## config.mk

```make
export PLATFORM = sky130hd
export DESIGN_NAME = thruster_lamp_min_on_stretcher_core
export DESIGN_NICKNAME = d
export VERILOG_FILES = /design/src/rtl/tlms_pkg.sv /design/src/rtl/thruster_lamp_min_on_stretcher_core.sv
export VERILOG_INCLUDE_DIRS = /design/src /design/src/rtl
export SDC_FILE = /design/constraint.sdc
export NUM_CORES = 1
export LEC_CHECK = 0
export ABC_CLOCK_PERIOD_IN_PS = 3800
export BUFFER_PORTS_ARGS = -buffer_cell sky130_fd_sc_hd__buf_2
export CORE_AREA = 2 2 167 169
export CTS_CLUSTER_DIAMETER = 120
export CTS_CLUSTER_SIZE = 16
export DETAILED_ROUTE_END_ITERATION = 16
export DIE_AREA = 0 0 169 171
export MAX_ROUTING_LAYER = met4
export PLACE_DENSITY = 0.61
export SYNTH_ARGS = -nofsm -noshare
export SYNTH_HDL_FRONTEND = slang
export SYNTH_SLANG_ARGS = --single-unit
export TNS_END_PERCENT = 20
```

## constraint.sdc

```tcl
create_clock -name i_clk -period 3.8 [get_ports i_clk]
set_input_delay 0.57 -clock i_clk [delete_from_list [all_inputs] [get_ports i_clk]]
set_output_delay 0.57 -clock i_clk [all_outputs]
set_load 0.02 [all_outputs]
```

## src/rtl/assert_macros.svh

```systemverilog
// Assertion helpers for the lamp stretcher RTL.
`ifndef ASSERT_MACROS_SVH
`define ASSERT_MACROS_SVH
`ifndef SYNTHESIS
// Check a property on every rising clock edge outside reset.
`define ASSERT_CLK(lbl, clk, rstn, prop) \
    lbl: assert property (@(posedge clk) disable iff (!(rstn)) (prop)) \
    else $error("assertion failed");
// Check that an antecedent implies a consequent in the same cycle.
`define ASSERT_IMPL(lbl, clk, rstn, ante, cons) \
    lbl: assert property (@(posedge clk) disable iff (!(rstn)) (ante) |-> (cons)) \
    else $error("assertion failed");
`else
`define ASSERT_CLK(lbl, clk, rstn, prop)
`define ASSERT_IMPL(lbl, clk, rstn, ante, cons)
`endif
`endif

```

## src/rtl/tlms_pkg.sv

```systemverilog
package tlms_pkg;

    // Field and timer widths
    localparam int TIME_BITS = 10;
    localparam int CFG_BITS  = 10;
    localparam int CMP_BITS  = (TIME_BITS > CFG_BITS) ? TIME_BITS : CFG_BITS;
    localparam int CH_BITS   = 16;
    localparam int CMD_BITS  = 8;
    localparam int NUM_LAMPS = 6;
    localparam int IDX_BITS  = 2;

    typedef logic [TIME_BITS-1:0] t_timer;
    typedef logic [CFG_BITS-1:0]  t_cfg;
    typedef logic [CH_BITS-1:0]   t_word;
    typedef logic [CMP_BITS-1:0]  t_cmp;

    // Largest on-time a timer can hold
    localparam t_cmp TIME_MAX_EXT = t_cmp'((64'd1 << TIME_BITS) - 64'd1);

    // Register indexes
    typedef enum logic [IDX_BITS-1:0] {
        CFG_MIN_ON    = 2'd0,
        CFG_PRESS_THR = 2'd1
    } t_cfg_idx;

    localparam t_cfg MIN_ON_RESET    = 10'd200;
    localparam t_cfg PRESS_THR_RESET = 10'd50;

    // Lamp positions in lamp_bits
    localparam int LAMP_RR = 0;
    localparam int LAMP_RL = 1;
    localparam int LAMP_PU = 2;
    localparam int LAMP_PD = 3;
    localparam int LAMP_YR = 4;
    localparam int LAMP_YL = 5;

    localparam t_word LAMP_MASK [NUM_LAMPS] = '{
        16'h0100, 16'h0080, 16'h0800, 16'h1000, 16'h0400, 16'h0200
    };

    // New state of one lamp and its on-timer
    typedef struct packed {
        logic   on;
        t_timer timer;
    } t_stretch;

endpackage

```

## src/rtl/thruster_lamp_min_on_stretcher_core.sv

```systemverilog
// Minimum on-time stretcher for six jet activity lamps. One transaction on
// the input channel is one tick; it produces exactly one result transaction.
// A tick is taken every clock cycle unless the output stalls; its result passes
// through the input register, then the result register, where it is presented
// until taken. The per-tick lamp and timer update is combinational between the
// two registers, which sets that one-tick-per-clock rate. The input side
// stays ready while a finished result waits, as long as the input register is
// free. Configuration writes take effect at once and belong to idle periods;
// writes to an unknown index are dropped.
`include "assert_macros.svh"

module thruster_lamp_min_on_stretcher_core (
    input  logic                                 i_clk,
    input  logic                                 i_rst_n,
    // configuration
    input  logic                                 i_cfg_we,
    input  logic [tlms_pkg::IDX_BITS-1:0]        i_cfg_idx,
    input  logic [tlms_pkg::CFG_BITS-1:0]        i_cfg_data,
    // tick input
    input  logic                                 i_in_valid,
    output logic                                 o_in_ready,
    input  logic signed [tlms_pkg::CMD_BITS-1:0] i_roll_command,
    input  logic signed [tlms_pkg::CMD_BITS-1:0] i_pitch_command,
    input  logic signed [tlms_pkg::CMD_BITS-1:0] i_yaw_command,
    input  logic [9:0]                           i_dynamic_pressure,
    input  logic [9:0]                           i_elapsed_ms,
    input  logic [tlms_pkg::CH_BITS-1:0]         i_first_channel_in,
    input  logic [tlms_pkg::CH_BITS-1:0]         i_second_channel_in,
    // result output
    output logic                                 o_out_valid,
    input  logic                                 i_out_ready,
    output logic [tlms_pkg::NUM_LAMPS-1:0]       o_lamp_bits,
    output logic [tlms_pkg::CH_BITS-1:0]         o_first_channel_out,
    output logic [tlms_pkg::CH_BITS-1:0]         o_second_channel_out,
    output logic                                 o_high_pressure_mode
);

    // Configuration registers
    tlms_pkg::t_cfg r_min_on;
    tlms_pkg::t_cfg r_press_thr;

    // Input register
    logic                                 r_in_valid;
    logic signed [tlms_pkg::CMD_BITS-1:0] r_roll;
    logic signed [tlms_pkg::CMD_BITS-1:0] r_pitch;
    logic signed [tlms_pkg::CMD_BITS-1:0] r_yaw;
    logic [9:0]                           r_press;
    logic [9:0]                           r_dt;
    tlms_pkg::t_word                      r_ch1;
    tlms_pkg::t_word                      r_ch2;

    // Lamp state
    tlms_pkg::t_timer                 r_timers [tlms_pkg::NUM_LAMPS];
    logic [tlms_pkg::NUM_LAMPS-1:0]   r_lamp_flags;
    tlms_pkg::t_timer                 n_timers [tlms_pkg::NUM_LAMPS];
    logic [tlms_pkg::NUM_LAMPS-1:0]   n_lamp_flags;

    // Result register
    logic                             r_out_valid;
    logic [tlms_pkg::NUM_LAMPS-1:0]   r_out_lamps;
    tlms_pkg::t_word                  r_out_ch1;
    tlms_pkg::t_word                  r_out_ch2;
    logic                             r_out_high;
    tlms_pkg::t_word                  n_masks;

    logic advance;
    logic high;
    logic yaw_big;
    tlms_pkg::t_stretch s_rr_low;
    tlms_pkg::t_stretch s_rr_high;
    tlms_pkg::t_stretch s_rl;
    tlms_pkg::t_stretch s_pu;
    tlms_pkg::t_stretch s_pd;
    tlms_pkg::t_stretch s_yr;
    tlms_pkg::t_stretch s_yl;

    // One lamp: load on turn-on, count down while on, turn off at zero
    function automatic tlms_pkg::t_stretch stretch(
        input logic             cmd,
        input logic             was_on,
        input tlms_pkg::t_timer t,
        input tlms_pkg::t_cfg   min_on,
        input logic [9:0]       dt
    );
        tlms_pkg::t_stretch res;
        tlms_pkg::t_cmp     t_w;
        tlms_pkg::t_cmp     dt_w;
        tlms_pkg::t_cmp     m_w;
        tlms_pkg::t_cmp     dec;
        tlms_pkg::t_cmp     load;
        t_w  = tlms_pkg::t_cmp'(t);
        dt_w = tlms_pkg::t_cmp'(dt);
        m_w  = tlms_pkg::t_cmp'(min_on);
        dec  = (t_w > dt_w) ? (t_w - dt_w) : '0;
        load = (m_w > tlms_pkg::TIME_MAX_EXT) ? tlms_pkg::TIME_MAX_EXT : m_w;
        if (cmd) begin
            res.on    = 1'b1;
            res.timer = was_on ? tlms_pkg::t_timer'(dec) : tlms_pkg::t_timer'(load);
        end else if (t != '0) begin
            res.on    = 1'b1;
            res.timer = tlms_pkg::t_timer'(dec);
        end else begin
            res.on    = 1'b0;
            res.timer = t;
        end
        return res;
    endfunction

    // Handshake: move a tick into the result register when it is free
    assign advance    = r_in_valid && (!r_out_valid || i_out_ready);
    assign o_in_ready = !r_in_valid || advance;

    // Evaluate all lamp candidates for the held tick
    assign high    = (r_press >= r_press_thr);
    assign yaw_big = (r_yaw >= 8'sd3) || (r_yaw <= -8'sd3);

    assign s_rr_low  = stretch(r_roll > 8'sd0, r_lamp_flags[tlms_pkg::LAMP_RR],
                               r_timers[tlms_pkg::LAMP_RR], r_min_on, r_dt);
    assign s_rr_high = stretch(yaw_big, r_lamp_flags[tlms_pkg::LAMP_RR],
                               r_timers[tlms_pkg::LAMP_RR], r_min_on, r_dt);
    assign s_rl = stretch(r_roll < 8'sd0, r_lamp_flags[tlms_pkg::LAMP_RL],
                          r_timers[tlms_pkg::LAMP_RL], r_min_on, r_dt);
    assign s_pu = stretch(r_pitch > 8'sd0, r_lamp_flags[tlms_pkg::LAMP_PU],
                          r_timers[tlms_pkg::LAMP_PU], r_min_on, r_dt);
    assign s_pd = stretch(r_pitch < 8'sd0, r_lamp_flags[tlms_pkg::LAMP_PD],
                          r_timers[tlms_pkg::LAMP_PD], r_min_on, r_dt);
    assign s_yr = stretch(r_yaw >= 8'sd2, r_lamp_flags[tlms_pkg::LAMP_YR],
                          r_timers[tlms_pkg::LAMP_YR], r_min_on, r_dt);
    assign s_yl = stretch(r_yaw <= -8'sd2, r_lamp_flags[tlms_pkg::LAMP_YL],
                          r_timers[tlms_pkg::LAMP_YL], r_min_on, r_dt);

    // Select the next lamp state by pressure mode
    always_comb begin
        for (int i = 0; i < tlms_pkg::NUM_LAMPS; i++) begin
            n_timers[i] = r_timers[i];
        end
        n_lamp_flags = r_lamp_flags;
        if (high) begin
            n_timers[tlms_pkg::LAMP_RR]     = s_rr_high.timer;
            n_lamp_flags[tlms_pkg::LAMP_RR] = s_rr_high.on;
            n_lamp_flags[tlms_pkg::LAMP_RL] = s_rr_high.on;
            n_lamp_flags[tlms_pkg::LAMP_PU] = 1'b0;
            n_lamp_flags[tlms_pkg::LAMP_PD] = 1'b0;
        end else begin
            n_timers[tlms_pkg::LAMP_RR]     = s_rr_low.timer;
            n_lamp_flags[tlms_pkg::LAMP_RR] = s_rr_low.on;
            n_timers[tlms_pkg::LAMP_RL]     = s_rl.timer;
            n_lamp_flags[tlms_pkg::LAMP_RL] = s_rl.on;
            n_timers[tlms_pkg::LAMP_PU]     = s_pu.timer;
            n_lamp_flags[tlms_pkg::LAMP_PU] = s_pu.on;
            n_timers[tlms_pkg::LAMP_PD]     = s_pd.timer;
            n_lamp_flags[tlms_pkg::LAMP_PD] = s_pd.on;
        end
        n_timers[tlms_pkg::LAMP_YR]     = s_yr.timer;
        n_lamp_flags[tlms_pkg::LAMP_YR] = s_yr.on;
        n_timers[tlms_pkg::LAMP_YL]     = s_yl.timer;
        n_lamp_flags[tlms_pkg::LAMP_YL] = s_yl.on;
    end

    // Gather the channel masks of the lamps that are on
    always_comb begin
        n_masks = '0;
        for (int i = 0; i < tlms_pkg::NUM_LAMPS; i++) begin
            if (n_lamp_flags[i]) begin
                n_masks = n_masks | tlms_pkg::LAMP_MASK[i];
            end
        end
    end

    // Write configuration registers
    always_ff @(posedge i_clk) begin
        if (!i_rst_n) begin
            r_min_on    <= tlms_pkg::MIN_ON_RESET;
            r_press_thr <= tlms_pkg::PRESS_THR_RESET;
        end else if (i_cfg_we) begin
            if (i_cfg_idx == tlms_pkg::CFG_MIN_ON) begin
                r_min_on <= i_cfg_data;
            end else if (i_cfg_idx == tlms_pkg::CFG_PRESS_THR) begin
                r_press_thr <= i_cfg_data;
            end
        end
    end

    // Hold the accepted transaction
    always_ff @(posedge i_clk) begin
        if (!i_rst_n) begin
            r_in_valid <= 1'b0;
        end else if (o_in_ready) begin
            r_in_valid <= i_in_valid;
        end
    end

    always_ff @(posedge i_clk) begin
        if (i_in_valid && o_in_ready) begin
            r_roll  <= i_roll_command;
            r_pitch <= i_pitch_command;
            r_yaw   <= i_yaw_command;
            r_press <= i_dynamic_pressure;
            r_dt    <= i_elapsed_ms;
            r_ch1   <= i_first_channel_in;
            r_ch2   <= i_second_channel_in;
        end
    end

    // Advance lamp state with each tick
    always_ff @(posedge i_clk) begin
        if (!i_rst_n) begin
            for (int i = 0; i < tlms_pkg::NUM_LAMPS; i++) begin
                r_timers[i] <= '0;
            end
            r_lamp_flags <= '0;
        end else if (advance) begin
            for (int i = 0; i < tlms_pkg::NUM_LAMPS; i++) begin
                r_timers[i] <= n_timers[i];
            end
            r_lamp_flags <= n_lamp_flags;
        end
    end

    // Result register
    always_ff @(posedge i_clk) begin
        if (!i_rst_n) begin
            r_out_valid <= 1'b0;
        end else if (advance) begin
            r_out_valid <= 1'b1;
        end else if (i_out_ready) begin
            r_out_valid <= 1'b0;
        end
    end

    always_ff @(posedge i_clk) begin
        if (advance) begin
            r_out_lamps <= n_lamp_flags;
            r_out_ch1   <= r_ch1 | n_masks;
            r_out_ch2   <= r_ch2 | n_masks;
            r_out_high  <= high;
        end
    end

    assign o_out_valid          = r_out_valid;
    assign o_lamp_bits          = r_out_lamps;
    assign o_first_channel_out  = r_out_ch1;
    assign o_second_channel_out = r_out_ch2;
    assign o_high_pressure_mode = r_out_high;

    // Lamp state always matches the most recent result
    `ASSERT_IMPL(a_flags_match_out, i_clk, i_rst_n, r_out_valid,
        r_lamp_flags == r_out_lamps)
    // Empty result register never blocks the input side
    `ASSERT_IMPL(a_ready_when_empty, i_clk, i_rst_n, !r_out_valid, o_in_ready)
    // High pressure: pitch lamps dark, both roll lamps agree
    `ASSERT_IMPL(a_high_mode_lamps, i_clk, i_rst_n, r_out_valid && r_out_high,
        (r_out_lamps[tlms_pkg::LAMP_PU] == 1'b0) &&
        (r_out_lamps[tlms_pkg::LAMP_PD] == 1'b0) &&
        (r_out_lamps[tlms_pkg::LAMP_RR] == r_out_lamps[tlms_pkg::LAMP_RL]))
    // A lit roll-right lamp shows in both channel words
    `ASSERT_IMPL(a_rr_mask, i_clk, i_rst_n, r_out_valid && r_out_lamps[tlms_pkg::LAMP_RR],
        r_out_ch1[8] && r_out_ch2[8])

endmodule

```

==> out/metrics.yaml <==
postSynthAreaPerCell_um2: 11.3
synth-seq-area-share_pct: 54.3
cp_top_family: "compound AO/OA/AOI/OAI gates"
synth.area.top_cells: "edfxtp_1, ha_1, dfxtp_1"
whs_path_depth: 1
io_buffers: 133
initial_utilization_pct: 39.2
antenna_found_initial: 1
min_to: "r_ch1[15]$_DFFE_PP_"
drt_iter0_markers: 591
die_x_um: 169
async_reset_ff_share_pct: 0
totalWireLength_um: 27900
power_uw: 5120
setup_tns_ns: 0
cts.sinks: 203
groute.usage.overall_pct: 19.7
root_buffer: "clkbuf_16"
max_stage_delay_ns: 0.78
worstSetupPathType: "reg -> reg"
max_freq_ghz: 0.326
finalCritPeriodShare_pct: 80.7
overflow: 0
antennaDiodeCount: 0
die_h_um: 171
timing.slew.headroom_pct: 21.3
h-tree-depth: 1
synth-seq-cells: 203
synth_largest_area_cell: "edfxtp_1"
stdcell_area_mm2: 0.0123
cp.required_ns: 4.13
synth_edf_count: 175
via_count: 7965
min-delay-start: "i_first_channel_in[15]"
crit_chain: "inv_1 > fa_1 > a21oi_1 > o221ai_1 > a21oi_1 > nor4_2 > o21ai_0 > a21oi_1"
met1_usage_pct: 24.6
wire_per_inst_um: 19.2
drive_gt1_share_pct: 16.9
syn-cell-area_mm2: 0.0107
drc_errors: 0
worst_setup_path_end_kind: "register"
power.leakage_uw: 0.00467
dp_hpwl_um: 20000
cp-start-kind: "register"
grt_first_pass_wirelength_um: 42600
cts_tree: "built"
synth.distinct_cells: 78
placed_cells: 1423
drtAntennaViolNets: 0
clock_latency_ns: 0.49
ys.flop_type: "edfxtp_1"
grt_use_met3_pct: 3.93
worst_pin_slew_ns: 1.18
cp_slowest_cell: "nor4_2"
grt_use_met2_pct: 31.5
io-pin-count: 134
r2r_start: "r_dt[1]$_DFFE_PP_"
clock_path_buffers: 3
cts_resized: 0
syn2layout_area_growth_pct: 14.7
firstDrtPassIters: 5
power.density_mw_per_mm2: 417
gp_congestion: 0.912
netlist_instances: 950
cts_buffers: 16
hp-class: "in -> reg"
finalMaxSlewViolations: 0
yosysWarningCount: 0
fp-row-count: 61
place_area_mm2: 0.0118
hold_violations: 0
core_mm2: 0.0273
drv_cap: 0
post_cts_buffers: 0
postCtsHoldBufs: 0
fin_cells: 1451
viasPerCell: 5.49
grt-busiest-layer: "met2"
worstPathArrival_ns: 3.40
status: "completed"
clk_pin_slew_ns: 0.08
cp_max_fo: 11
r2r_slack_ns: 0.73
r2r_end: "r_timers[0][37]$_SDFFCE_PN0P_"
final_cell_mix: "edfxtp_1, buf_2, nor2_1"
fin_crit_ns: 3.07
grt_pass1_vias: 7791
die_area_mm2: 0.0289
setup_viol: 0
crit_top_cell: "a21oi_1"
synth_nets: 1119
grt_max_degree: 47
ff2ff_path_depth: 8
yosys.area.top_type_share_pct: 49.1
final_common_cell: "edfxtp_1"
rsz0062_at_grt: "no"
ir_worst_vdd_mv: 0.404
fin_worst_skew_ns: 0.0153
finalNetCount: 1264
worst-path-buf-inv: 1
metal layers:
metal	share of wire, %	up-vias
met5	0	-
met4	4.2	0
met3	6.9	70
met2	47	296
met1	42	3720
li1	-	3879
kinds of logic (layout without fill, tap and decap cells):
family | count (synthesis) | count (layout) | synth area share (%)
compound gates | 228 | 228 | 14.3
xor+xnor | 42 | 42 | 3.44
fa+ha+maj | 76 | 76 | 9.31
buf+inv | 80 | 235 | 3.00
flops | 203 | 203 | 54.3
mux | 7 | 7 | 0.666
simple gates | 314 | 314 | 15.0
cell type report:
type	count	area, µm²
fill	2559	15000
clock inverter	1	7.51
timing repair buffer	146	763
tap	346	433
multi-input combinational	667	4570
sequential	203	5820
clock buffer	27	463
inverter	61	229
power by group:
group	internal (µW)	switching, µW
Sequential	2550	76.0
Combinational	342	541
Clock	835	771
worst reg2reg max path: stages, from the launching register on:
cell and delay [ns]:
edfxtp_1 0.43, inv_1 0.50, fa_1 0.35, a21oi_1 0.12, o221ai_1 0.21, a21oi_1 0.13
nor4_2 0.78, o21ai_0 0.21, a21oi_1 0.19
synth_stat cells (3+ instances only):
| library cell | n |
|---|---|
| o21a_1 | 5 |
| edfxtp_1 | 175 |
| nand4_1 | 9 |
| nor2b_1 | 18 |
| nor4_1 | 21 |
| a31oi_1 | 17 |
| mux2i_1 | 6 |
| a21o_1 | 8 |
| a22oi_1 | 32 |
| o21ai_0 | 35 |
| nand3b_1 | 6 |
| inv_1 | 60 |
| nand2_1 | 78 |
| o21bai_1 | 4 |
| or2_2 | 5 |
| and2_1 | 4 |
| a211oi_1 | 9 |
| o41ai_1 | 3 |
| a32oi_1 | 3 |
| buf_1 | 4 |
| xor2_1 | 20 |
| nor3b_1 | 3 |
| a311oi_1 | 3 |
| nand2b_1 | 9 |
| o21ai_1 | 3 |
| nand3_1 | 35 |
| fa_1 | 6 |
| o22ai_1 | 10 |
| a22o_1 | 9 |
| a21oi_1 | 58 |
| o211ai_1 | 5 |
| dfxtp_1 | 28 |
| ha_1 | 70 |
| or3_1 | 6 |
| xnor2_1 | 22 |
| or4_1 | 5 |
| nor2_1 | 79 |
| nor3_1 | 18 |
| clkbuf_1 | 12 |
registers in the layout, indices dropped and copies added (netlist names):
name and count:
r_lamp_flags 6, r_dt 10, r_yaw 8, o_lamp_bits 6, r_in_valid 1, r_min_on 10
o_first_channel_out 16, r_pitch 8, o_out_valid 1, o_high_pressure_mode 1, r_press 10, r_roll 8
r_ch1 16, r_ch2 16, r_press_thr 10, o_second_channel_out 16, r_timers 60
worst max path at each step:
stage	startpoint	to	slack [ns]	depth (start not counted)
CTS	r_dt[1]$_DFFE_PP_	r_timers[0][39]$_SDFFCE_PN0P_	0.77	8
finish	r_dt[1]$_DFFE_PP_	r_timers[0][37]$_SDFFCE_PN0P_	0.73	8
global placement	r_dt[1]$_DFFE_PP_	r_timers[0][37]$_SDFFCE_PN0P_	0.88	8
global route	r_dt[1]$_DFFE_PP_	r_timers[0][37]$_SDFFCE_PN0P_	0.47	8
detailed placement	r_dt[1]$_DFFE_PP_	r_timers[0][37]$_SDFFCE_PN0P_	0.80	8
floorplan	i_out_ready	r_ch1[0]$_DFFE_PP_	0.72	3
stage by stage:
step	hold slack [ns]	setup WS (ns)	util, %
2_1_floorplan	0.400	0.722	-
3_3_place_gp	0.400	0.877	43.2
3_5_place_dp	0.405	0.796	43.2
4_1_cts	0.238	0.775	44.9
5_1_grt	0.236	0.469	44.9
6_report	0.250	0.734	44.9
No activity file was read; power rests on OpenSTA's default activity.
